[src/design/spq_pkg.sv]
// Shared types, codes and microcode ROM for the sorted priority queue.
// Used by spq_mem, spq_seq, spq_dp, sorted_priority_queue_top and the bench; depends on nothing.
`timescale 1ns / 1ps
`default_nettype none

package spq_pkg;

	localparam int unsigned DATA_W      = 32;
	localparam int unsigned ENTRY_W     = 2 * DATA_W;
	localparam int unsigned COUNT_OUT_W = 7;

	localparam logic [1:0] ACT_INSERT  = 2'd0;
	localparam logic [1:0] ACT_EXTRACT = 2'd1;
	localparam logic [1:0] ACT_MODIFY  = 2'd2;

	typedef enum logic [1:0] {
		ST_OK     = 2'd0,
		ST_EMPTY  = 2'd1,
		ST_FULL   = 2'd2,
		ST_NOTFND = 2'd3
	} status_t;

	typedef enum logic [4:0] {
		S_IDLE      = 5'd0,
		S_INS_CHK   = 5'd1,
		S_INS_RD    = 5'd2,
		S_INS_CMP   = 5'd3,
		S_INS_MOV   = 5'd4,
		S_INS_PUT   = 5'd5,
		S_FULL      = 5'd6,
		S_EXT_CHK   = 5'd7,
		S_EXT_RD    = 5'd8,
		S_EXT_TAKE  = 5'd9,
		S_EMPTY     = 5'd10,
		S_MOD_CHK   = 5'd11,
		S_MOD_RD    = 5'd12,
		S_MOD_CMP   = 5'd13,
		S_REM_RD    = 5'd14,
		S_REM_MOV   = 5'd15,
		S_REM_END   = 5'd16,
		S_FRONT_RD  = 5'd17,
		S_FRONT_CAP = 5'd18,
		S_NOTFND    = 5'd19
	} step_t;

	typedef enum logic [3:0] {
		C_NEVER,
		C_ALWAYS,
		C_DISPATCH,
		C_FULL,
		C_EMPTY,
		C_IDX_NEG,
		C_IDX_END,
		C_NO_SHIFT,
		C_NO_MATCH,
		C_IS_MOD,
		C_OUT_BUSY
	} cond_t;

	typedef enum logic [2:0] {
		IDX_HOLD,
		IDX_ZERO,
		IDX_CNT_M1,
		IDX_INC,
		IDX_DEC
	} idx_op_t;

	typedef enum logic [1:0] {
		CNT_HOLD,
		CNT_INC,
		CNT_DEC
	} cnt_op_t;

	typedef enum logic [1:0] {
		WR_NONE,
		WR_MOVE_UP,   // mem[idx+1] <= read data
		WR_MOVE_DN,   // mem[idx-1] <= read data
		WR_NEW        // mem[idx+1] <= latched item
	} wr_op_t;

	typedef struct packed {
		cond_t   cond;
		step_t   target;
		logic    accept;
		idx_op_t idx_op;
		cnt_op_t cnt_op;
		logic    rd_zero;
		wr_op_t  wr_op;
		logic    st_set;
		status_t st_code;
		logic    take;
		logic    load_out;
	} ctrl_t;

	typedef struct packed {
		logic full;
		logic empty;
		logic idx_neg;
		logic idx_end;
		logic no_shift;
		logic no_match;
		logic is_mod;
	} flags_t;

	localparam ctrl_t CTRL_NOP = '{
		cond:     C_NEVER,
		target:   S_IDLE,
		accept:   1'b0,
		idx_op:   IDX_HOLD,
		cnt_op:   CNT_HOLD,
		rd_zero:  1'b0,
		wr_op:    WR_NONE,
		st_set:   1'b0,
		st_code:  ST_OK,
		take:     1'b0,
		load_out: 1'b0
	};

	// Microcode: one control word per step; a jump goes to target when cond holds,
	// otherwise the step counter advances by one; the idle step instead dispatches on the action.
	function automatic ctrl_t rom(input step_t s);
		ctrl_t w;
		w = CTRL_NOP;
		case (s)
			S_IDLE: begin
				w.cond = C_DISPATCH; w.accept = 1'b1;
			end
			S_INS_CHK: begin
				w.cond = C_FULL; w.target = S_FULL; w.idx_op = IDX_CNT_M1;
			end
			S_INS_RD: begin
				w.cond = C_IDX_NEG; w.target = S_INS_PUT;
			end
			S_INS_CMP: begin
				w.cond = C_NO_SHIFT; w.target = S_INS_PUT;
			end
			S_INS_MOV: begin
				w.cond = C_ALWAYS; w.target = S_INS_RD;
				w.wr_op = WR_MOVE_UP; w.idx_op = IDX_DEC;
			end
			S_INS_PUT: begin
				w.cond = C_ALWAYS; w.target = S_FRONT_RD;
				w.wr_op = WR_NEW; w.cnt_op = CNT_INC;
			end
			S_FULL: begin
				w.cond = C_ALWAYS; w.target = S_FRONT_RD;
				w.st_set = 1'b1; w.st_code = ST_FULL;
			end
			S_EXT_CHK: begin
				w.cond = C_EMPTY; w.target = S_EMPTY; w.idx_op = IDX_ZERO;
			end
			S_EXT_RD: begin
				w.cond = C_NEVER;
			end
			S_EXT_TAKE: begin
				w.cond = C_ALWAYS; w.target = S_REM_RD;
				w.take = 1'b1; w.idx_op = IDX_INC;
			end
			S_EMPTY: begin
				w.cond = C_ALWAYS; w.target = S_FRONT_RD;
				w.st_set = 1'b1; w.st_code = ST_EMPTY;
			end
			S_MOD_CHK: begin
				w.cond = C_NEVER; w.idx_op = IDX_ZERO;
			end
			S_MOD_RD: begin
				w.cond = C_IDX_END; w.target = S_NOTFND;
			end
			S_MOD_CMP: begin
				// idx steps past the hit too, which is where removal starts
				w.cond = C_NO_MATCH; w.target = S_MOD_RD; w.idx_op = IDX_INC;
			end
			S_REM_RD: begin
				w.cond = C_IDX_END; w.target = S_REM_END;
			end
			S_REM_MOV: begin
				w.cond = C_ALWAYS; w.target = S_REM_RD;
				w.wr_op = WR_MOVE_DN; w.idx_op = IDX_INC;
			end
			S_REM_END: begin
				w.cond = C_IS_MOD; w.target = S_INS_CHK; w.cnt_op = CNT_DEC;
			end
			S_FRONT_RD: begin
				w.cond = C_OUT_BUSY; w.target = S_FRONT_RD; w.rd_zero = 1'b1;
			end
			S_FRONT_CAP: begin
				w.cond = C_ALWAYS; w.target = S_IDLE; w.load_out = 1'b1;
			end
			S_NOTFND: begin
				w.cond = C_ALWAYS; w.target = S_FRONT_RD;
				w.st_set = 1'b1; w.st_code = ST_NOTFND;
			end
			default: begin
				w.cond = C_ALWAYS; w.target = S_IDLE;
			end
		endcase
		return w;
	endfunction

endpackage

`default_nettype wire

[src/design/spq_mem.sv]
// Entry store: one write port, one read port with registered read data.
// Depends on spq_pkg for the entry width.
`timescale 1ns / 1ps
`default_nettype none

module spq_mem #(
	parameter int unsigned DEPTH = 64,
	parameter int unsigned AW    = 6
) (
	input  wire logic                        clk,
	input  wire logic                        wr_en,
	input  wire logic [AW-1:0]               wr_addr,
	input  wire logic [spq_pkg::ENTRY_W-1:0] wr_data,
	input  wire logic [AW-1:0]               rd_addr,
	output      logic [spq_pkg::ENTRY_W-1:0] rd_data
);

	logic [spq_pkg::ENTRY_W-1:0] mem [DEPTH];

	always_ff @(posedge clk) begin
		if (wr_en) begin
			mem[wr_addr] <= wr_data;
		end
	end

	always_ff @(posedge clk) begin
		rd_data <= mem[rd_addr];
	end

endmodule

`default_nettype wire

[src/design/spq_seq.sv]
// Microcode sequencer: step counter, control ROM lookup and jump logic.
// Depends on spq_pkg for step codes, control word and flag types.
`timescale 1ns / 1ps
`default_nettype none

module spq_seq (
	input  wire logic             clk,
	input  wire logic             arst_n,
	input  wire logic             in_valid,
	input  wire logic [1:0]       action,
	input  wire logic             out_busy,
	input  wire spq_pkg::flags_t  flags,
	output      spq_pkg::ctrl_t   ctrl
);

	spq_pkg::step_t step_q, step_d, step_inc, dispatch;
	logic           take_jump;

	always_ff @(posedge clk or negedge arst_n) begin
		if (!arst_n) begin
			step_q <= spq_pkg::S_IDLE;
		end else begin
			step_q <= step_d;
		end
	end

	// control word
	always_comb begin
		ctrl = spq_pkg::rom(step_q);
	end

	// next step
	always_comb begin
		step_inc = spq_pkg::step_t'(step_q + 5'd1);
		case (action)
			spq_pkg::ACT_INSERT:  dispatch = spq_pkg::S_INS_CHK;
			spq_pkg::ACT_EXTRACT: dispatch = spq_pkg::S_EXT_CHK;
			spq_pkg::ACT_MODIFY:  dispatch = spq_pkg::S_MOD_CHK;
			default:              dispatch = spq_pkg::S_FRONT_RD;
		endcase
		case (ctrl.cond)
			spq_pkg::C_ALWAYS:   take_jump = 1'b1;
			spq_pkg::C_FULL:     take_jump = flags.full;
			spq_pkg::C_EMPTY:    take_jump = flags.empty;
			spq_pkg::C_IDX_NEG:  take_jump = flags.idx_neg;
			spq_pkg::C_IDX_END:  take_jump = flags.idx_end;
			spq_pkg::C_NO_SHIFT: take_jump = flags.no_shift;
			spq_pkg::C_NO_MATCH: take_jump = flags.no_match;
			spq_pkg::C_IS_MOD:   take_jump = flags.is_mod;
			spq_pkg::C_OUT_BUSY: take_jump = out_busy;
			default:             take_jump = 1'b0;
		endcase
		if (ctrl.cond == spq_pkg::C_DISPATCH) begin
			step_d = in_valid ? dispatch : step_q;
		end else if (take_jump) begin
			step_d = ctrl.target;
		end else begin
			step_d = step_inc;
		end
	end

endmodule

`default_nettype wire

[src/design/spq_dp.sv]
// Datapath: index and count registers, latched item, status and taken entry,
// and the entry store. Driven by the control word from spq_seq.
// Depends on spq_pkg and spq_mem.
`timescale 1ns / 1ps
`default_nettype none

module spq_dp #(
	parameter int unsigned CAPACITY = 64,
	parameter int unsigned AW       = 6,
	parameter int unsigned IW       = 7,
	parameter int unsigned CW       = 7
) (
	input  wire logic                         clk,
	input  wire logic                         arst_n,
	input  wire logic                         accept,
	input  wire logic [1:0]                   action,
	input  wire logic signed [spq_pkg::DATA_W-1:0] item_value,
	input  wire logic signed [spq_pkg::DATA_W-1:0] item_priority,
	input  wire spq_pkg::ctrl_t               ctrl,
	output      spq_pkg::flags_t              flags,
	output      spq_pkg::status_t             status,
	output      logic [spq_pkg::DATA_W-1:0]   taken_value,
	output      logic [spq_pkg::DATA_W-1:0]   taken_priority,
	output      logic [spq_pkg::DATA_W-1:0]   head_value,
	output      logic [spq_pkg::DATA_W-1:0]   head_priority,
	output      logic [CW-1:0]                count
);

	logic [IW-1:0]                idx_q;
	logic [CW-1:0]                count_q;
	logic [1:0]                   action_q;
	logic signed [spq_pkg::DATA_W-1:0] val_q, pri_q;
	spq_pkg::status_t             status_q;
	logic [spq_pkg::DATA_W-1:0]   taken_val_q, taken_pri_q;

	logic [spq_pkg::ENTRY_W-1:0]  rd_data, wr_data;
	logic [AW-1:0]                rd_addr, wr_addr;
	logic                         wr_en;
	logic signed [spq_pkg::DATA_W-1:0] rd_val, rd_pri;
	logic [IW-1:0]                idx_p1, idx_m1, count_ext;
	logic                         shift_ok;

	assign rd_val    = rd_data[spq_pkg::ENTRY_W-1:spq_pkg::DATA_W];
	assign rd_pri    = rd_data[spq_pkg::DATA_W-1:0];
	assign idx_p1    = idx_q + IW'(1);
	assign idx_m1    = idx_q - IW'(1);
	assign count_ext = IW'(count_q);

	// never pass a head entry of equal priority
	assign shift_ok = (idx_q == '0) ? (rd_pri < pri_q) : (rd_pri <= pri_q);

	always_comb begin
		flags.full     = (count_q == CW'(CAPACITY));
		flags.empty    = (count_q == '0);
		flags.idx_neg  = (idx_q == '1);
		flags.idx_end  = (idx_q >= count_ext);
		flags.no_shift = !shift_ok;
		flags.no_match = (rd_val != val_q);
		flags.is_mod   = (action_q == spq_pkg::ACT_MODIFY);
	end

	always_comb begin
		rd_addr = ctrl.rd_zero ? '0 : idx_q[AW-1:0];
		wr_en   = (ctrl.wr_op != spq_pkg::WR_NONE);
		case (ctrl.wr_op)
			spq_pkg::WR_MOVE_DN: wr_addr = idx_m1[AW-1:0];
			default:             wr_addr = idx_p1[AW-1:0];
		endcase
		case (ctrl.wr_op)
			spq_pkg::WR_NEW: wr_data = {val_q, pri_q};
			default:         wr_data = rd_data;
		endcase
	end

	spq_mem #(
		.DEPTH (CAPACITY),
		.AW    (AW)
	) u_mem (
		.clk     (clk),
		.wr_en   (wr_en),
		.wr_addr (wr_addr),
		.wr_data (wr_data),
		.rd_addr (rd_addr),
		.rd_data (rd_data)
	);

	always_ff @(posedge clk or negedge arst_n) begin
		if (!arst_n) begin
			idx_q   <= '0;
			count_q <= '0;
		end else begin
			case (ctrl.idx_op)
				spq_pkg::IDX_ZERO:   idx_q <= '0;
				spq_pkg::IDX_CNT_M1: idx_q <= count_ext - IW'(1);
				spq_pkg::IDX_INC:    idx_q <= idx_p1;
				spq_pkg::IDX_DEC:    idx_q <= idx_m1;
				default:             idx_q <= idx_q;
			endcase
			case (ctrl.cnt_op)
				spq_pkg::CNT_INC: count_q <= count_q + CW'(1);
				spq_pkg::CNT_DEC: count_q <= count_q - CW'(1);
				default:          count_q <= count_q;
			endcase
		end
	end

	always_ff @(posedge clk) begin
		if (accept) begin
			action_q    <= action;
			val_q       <= item_value;
			pri_q       <= item_priority;
			status_q    <= spq_pkg::ST_OK;
			taken_val_q <= '0;
			taken_pri_q <= '0;
		end else begin
			if (ctrl.st_set) begin
				status_q <= ctrl.st_code;
			end
			if (ctrl.take) begin
				taken_val_q <= rd_val;
				taken_pri_q <= rd_pri;
			end
		end
	end

	assign status         = status_q;
	assign taken_value    = taken_val_q;
	assign taken_priority = taken_pri_q;
	assign head_value     = rd_val;
	assign head_priority  = rd_pri;
	assign count          = count_q;

endmodule

`default_nettype wire

[src/design/sorted_priority_queue_top.sv]
// Sorted priority queue: one item at a time. Modify scans the entries for the value,
// then removes the hit and inserts it as an insert would. The entry store allows
// one read and one write per step of the microcode.
// A result waits in the output register while the next item is accepted.
// Reset: queue empty, sequencer idle, no result pending; the store is not cleared.
`timescale 1ns / 1ps
`default_nettype none

module sorted_priority_queue_top #(
	parameter int unsigned CAPACITY = 64
) (
	input  wire logic                                clk,
	input  wire logic                                arst_n,
	input  wire logic                                in_valid,
	output      logic                                in_ready,
	input  wire logic [1:0]                          action,
	input  wire logic signed [spq_pkg::DATA_W-1:0]   item_value,
	input  wire logic signed [spq_pkg::DATA_W-1:0]   item_priority,
	output      logic                                out_valid,
	input  wire logic                                out_ready,
	output      logic [1:0]                          status,
	output      logic signed [spq_pkg::DATA_W-1:0]   taken_value,
	output      logic signed [spq_pkg::DATA_W-1:0]   taken_priority,
	output      logic signed [spq_pkg::DATA_W-1:0]   front_value,
	output      logic signed [spq_pkg::DATA_W-1:0]   front_priority,
	output      logic [spq_pkg::COUNT_OUT_W-1:0]     entry_count
);

	localparam int unsigned AW = (CAPACITY > 1) ? $clog2(CAPACITY) : 1;
	localparam int unsigned IW = AW + 1;
	localparam int unsigned CW = $clog2(CAPACITY + 1);

	spq_pkg::ctrl_t             ctrl;
	spq_pkg::flags_t            flags;
	spq_pkg::status_t           dp_status;
	logic [spq_pkg::DATA_W-1:0] dp_taken_val, dp_taken_pri, dp_head_val, dp_head_pri;
	logic [CW-1:0]              dp_count;
	logic [CW+spq_pkg::COUNT_OUT_W-1:0] count_wide;
	logic                       accept, out_busy;

	logic                       out_valid_q;
	logic [1:0]                 status_q;
	logic [spq_pkg::DATA_W-1:0] taken_val_q, taken_pri_q, front_val_q, front_pri_q;
	logic [spq_pkg::COUNT_OUT_W-1:0] count_q;

	assign in_ready   = ctrl.accept;
	assign accept     = in_valid && in_ready;
	assign out_busy   = out_valid_q && !out_ready;
	assign count_wide = {{spq_pkg::COUNT_OUT_W{1'b0}}, dp_count};

	spq_seq u_seq (
		.clk      (clk),
		.arst_n   (arst_n),
		.in_valid (in_valid),
		.action   (action),
		.out_busy (out_busy),
		.flags    (flags),
		.ctrl     (ctrl)
	);

	spq_dp #(
		.CAPACITY (CAPACITY),
		.AW       (AW),
		.IW       (IW),
		.CW       (CW)
	) u_dp (
		.clk            (clk),
		.arst_n         (arst_n),
		.accept         (accept),
		.action         (action),
		.item_value     (item_value),
		.item_priority  (item_priority),
		.ctrl           (ctrl),
		.flags          (flags),
		.status         (dp_status),
		.taken_value    (dp_taken_val),
		.taken_priority (dp_taken_pri),
		.head_value     (dp_head_val),
		.head_priority  (dp_head_pri),
		.count          (dp_count)
	);

	always_ff @(posedge clk or negedge arst_n) begin
		if (!arst_n) begin
			out_valid_q <= 1'b0;
		end else if (ctrl.load_out) begin
			out_valid_q <= 1'b1;
		end else if (out_ready) begin
			out_valid_q <= 1'b0;
		end
	end

	// head read lands in the same step that loads the result register
	always_ff @(posedge clk) begin
		if (ctrl.load_out) begin
			status_q    <= dp_status;
			taken_val_q <= dp_taken_val;
			taken_pri_q <= dp_taken_pri;
			front_val_q <= (dp_count == '0) ? '0 : dp_head_val;
			front_pri_q <= (dp_count == '0) ? '0 : dp_head_pri;
			count_q     <= count_wide[spq_pkg::COUNT_OUT_W-1:0];
		end
	end

	assign out_valid      = out_valid_q;
	assign status         = status_q;
	assign taken_value    = taken_val_q;
	assign taken_priority = taken_pri_q;
	assign front_value    = front_val_q;
	assign front_priority = front_pri_q;
	assign entry_count    = count_q;

endmodule

`default_nettype wire

[config.mk]
export PLATFORM = sky130hd
export DESIGN_NAME = sorted_priority_queue_top
export DESIGN_NICKNAME = d
export VERILOG_FILES = /design/src/design/spq_pkg.sv /design/src/design/spq_mem.sv /design/src/design/spq_seq.sv /design/src/design/spq_dp.sv /design/src/design/sorted_priority_queue_top.sv
export SDC_FILE = /design/constraint.sdc
export NUM_CORES = 2
export LEC_CHECK = 0
export BUFFER_PORTS_ARGS = -buffer_cell sky130_fd_sc_hd__buf_2
export CAP_MARGIN = 15
export CORE_UTILIZATION = 38
export CTS_BUF_LIST = sky130_fd_sc_hd__clkbuf_4
export DETAILED_ROUTE_END_ITERATION = 8
export SLEW_MARGIN = 20
export SYNTH_ARGS = -nofsm -noshare
export SYNTH_HDL_FRONTEND = slang
export SYNTH_SLANG_ARGS = --single-unit
[constraint.sdc]
create_clock -name clk -period 22.7 [get_ports clk]
set_input_delay 2.27 -clock clk [delete_from_list [all_inputs] [get_ports clk]]
set_output_delay 2.27 -clock clk [all_outputs]
set_load 0.005 [all_outputs]
==> qor.csv <==
metric,value,unit
grt.total_usage,0.234,
antenna_left,0,
p_total,27.2,mW
cts_tree,built,
top_register,u_dp.u_mem.mem,
p_seq_frac,0.420,
syn_area_per_cell,16.2,um^2
die_h,676,um
largest_reg_flops,4096,
numClockSinks,4449,
fp.dieArea,458000,um^2
place.port_buffers,208,
syn_area,173000,um^2
final_nets,11656,
cts-resized-gates,0,
largest_registers,"u_dp.u_mem.mem x4096, u_dp.u_mem.rd_data x64",
synth_top_area_frac,0.747,
postCtsHoldBufs,0,
seq_area_frac_synth,0.765,
synth_cell_types,70,
cp-start-kind,register,
via_count,108690,
vias_per_cell,5.94,
p_leak,62.6,nW
ctsLongestPathBuffers,5,
ys_top_cells_by_area,"edfxtp_1 75%, mux4_2 3.3%, nand2_1 2.7%, o221ai_1 2.6%, a211oi_1 2.2%",
post_cts_buffers,0,
nFillCells,39974,
drt-pass1-iter-count,6,
cts_buffers,1190,
critPathRequiredTime,24.24,ns
cts_max_level,7,
drt-initial-drc-count,15526,
setup_viol,0,
initial_core_util,0.382,
post-route-min-period,8.19,ns
fp.dieW,676,um
endpoint_kind,register,
grt_pass1_vias,104258,
path_max_fanout,185,
overflow,0,
gp_congestion,0.814,
antenna_found_initial,30,
multiInputGateArea,38000,um^2
grt_pass1_wl,764000,um
syn-num-nets,10807,
synth_ff_type,edfxtp_1,
drive_gt1_frac,0.216,
comb_power_share,0.332,
yosysWarnings,0,
power_switching,9.81,mW
slew_headroom,0.205,
dpl_cell_area,181000,um^2
worst_slew_pin_slew,1.19,ns
yosysMostFrequentCell,edfxtp_1,
drv_slew,0,
powerDensity,139,nW/um^2
grt_max_degree,224,
p_int,17.4,mW
wirelength,549000,um
syn_inst,10684,
area_growth,13.0,%
post_drt_wl_per_cell,30.0,um
clockPowerShare,0.248,
finalHoldViolCount,0,
grt_setup_unrepaired,false,
startpoint,u_seq.step_q[1],
clk_pin_slew,0.07,ns
drv_cap,0,
holdCritPathClass,register to register,
std_cell_rows,247,
synth_top_cell_by_area,edfxtp_1,
design_area,195000,um^2
core_area,453000,um^2
synthArstFlopShare,0.00450,
top_level_ports,209,
status,completed,
clk_latency,1.78,ns
period_share,0.361,
hpwl,274000,um
path_class,register to register,
fin_util,0.431,
drcViolationCount,0,
rr_startpoint,u_seq.step_q[1],
register_area,132000,um^2
fin_skew,0.132,ns
cp.arrival,9.73,ns
swShare,0.360,
max_freq,122,MHz
ys_top_cells_by_count,"4299 x edfxtp_1, 1222 x nand2_1, 605 x clkbuf_1",
hold_start,u_dp.taken_priority[16],
root_buffer,clkbuf_4,
tns,0,ns
ir_worst_vdd,112,uV
synth_edf_count,4299,
ys_seq_elements,4449,
-- placed cells by master (no fill, tap or decap), types with 35 or more instances in the layout --
cell type,n
nand3_1,35
nor2b_1,68
a21oi_1,92
o21ai_0,327
clkinv_1,169
and2_1,515
nand2_1,1215
o221ai_1,514
o21ai_1,208
buf_4,239
inv_1,51
buf_2,208
mux4_2,256
o22ai_1,513
nor2_4,65
dfxtp_1,130
a211oi_1,515
clkbuf_4,1712
a31oi_1,516
xnor2_1,48
mux2i_1,197
ha_1,53
edfxtp_1,4299
-- final cells by class --
type                            count  share of cell area
Multi-Input combinational cell   5363               0.194
Clock inverter                    225             0.00585
Tap cell                         5976              0.0383
Inverter                           52            0.000999
Sequential cell                  4449               0.677
Timing Repair Buffer              477              0.0177
Antenna cell                       32            0.000410
Clock buffer                     1712              0.0658
-- path summary, 6_finish.rpt --
path	end	slack, ns	depth (start not counted)
setup / recovery	u_dp.u_mem.rd_data[36]	14.51	13
hold reg to reg	taken_priority[16]	0.42	0
hold / removal	taken_priority[16]	0.42	0
max in group asynchronous	u_dp.idx_q[0]	21.80	1
min in group asynchronous	u_dp.count[2]	0.46	1
setup reg to reg	u_dp.u_mem.rd_data[36]	14.51	13
-- per-layer routing --
metal  global-route usage  part of all wire
met1                0.322              0.40
met5             0.000833           0.00014
met3               0.0569              0.12
met4               0.0991             0.033
met2                0.356              0.46
-- stage by stage --
step	instances	setup slack (ns)	hold slack (ns)
final	18286	14.51	0.425
after detailed placement	16312	14.87	0.415
after global placement	16305	15.07	0.414
after floorplan	10684	15.37	0.408
after global routing	18272	14.22	0.380
after CTS	18249	14.76	0.300
-- power by group through the flow --
stage,Combinational [mW],Clock (mW),Sequential (mW)
detailed placement,8.87,0,11.6
global placement,8.64,0,11.6
global route,9.62,7.27,11.5
CTS,8.90,6.85,11.4
finish,9.04,6.74,11.4
floorplan,5.91,0,11.5
-- worst max-delay path: stages, from the launching register on --
cell	delay, ns
dfrtp_1	0.43
inv_1	0.10
ha_1	0.42
nand4bb_1	0.70
nand2_4	1.00
buf_4	0.74
buf_12	0.49
buf_12	0.70
buf_4	0.74
buf_4	0.87
a31oi_1	0.20
mux4_2	0.53
mux2i_1	0.23
mux2i_1	0.13
-- logic make-up (layout without fill, tap and decap cells) --
group / count (synthesis) / in the layout / share of synthesized area
buf+inv: 872 / 2466 / 0.0213
mux: 486 / 486 / 0.0469
fa+ha+maj: 53 / 53 / 0.00384
xor+xnor: 56 / 56 / 0.00284
compound gates: 2763 / 2763 / 0.107
simple gates: 2005 / 2005 / 0.0533
other cells: 0 / 32 / 0
flops: 4449 / 4449 / 0.765
Power figures use the tool's default switching activity.
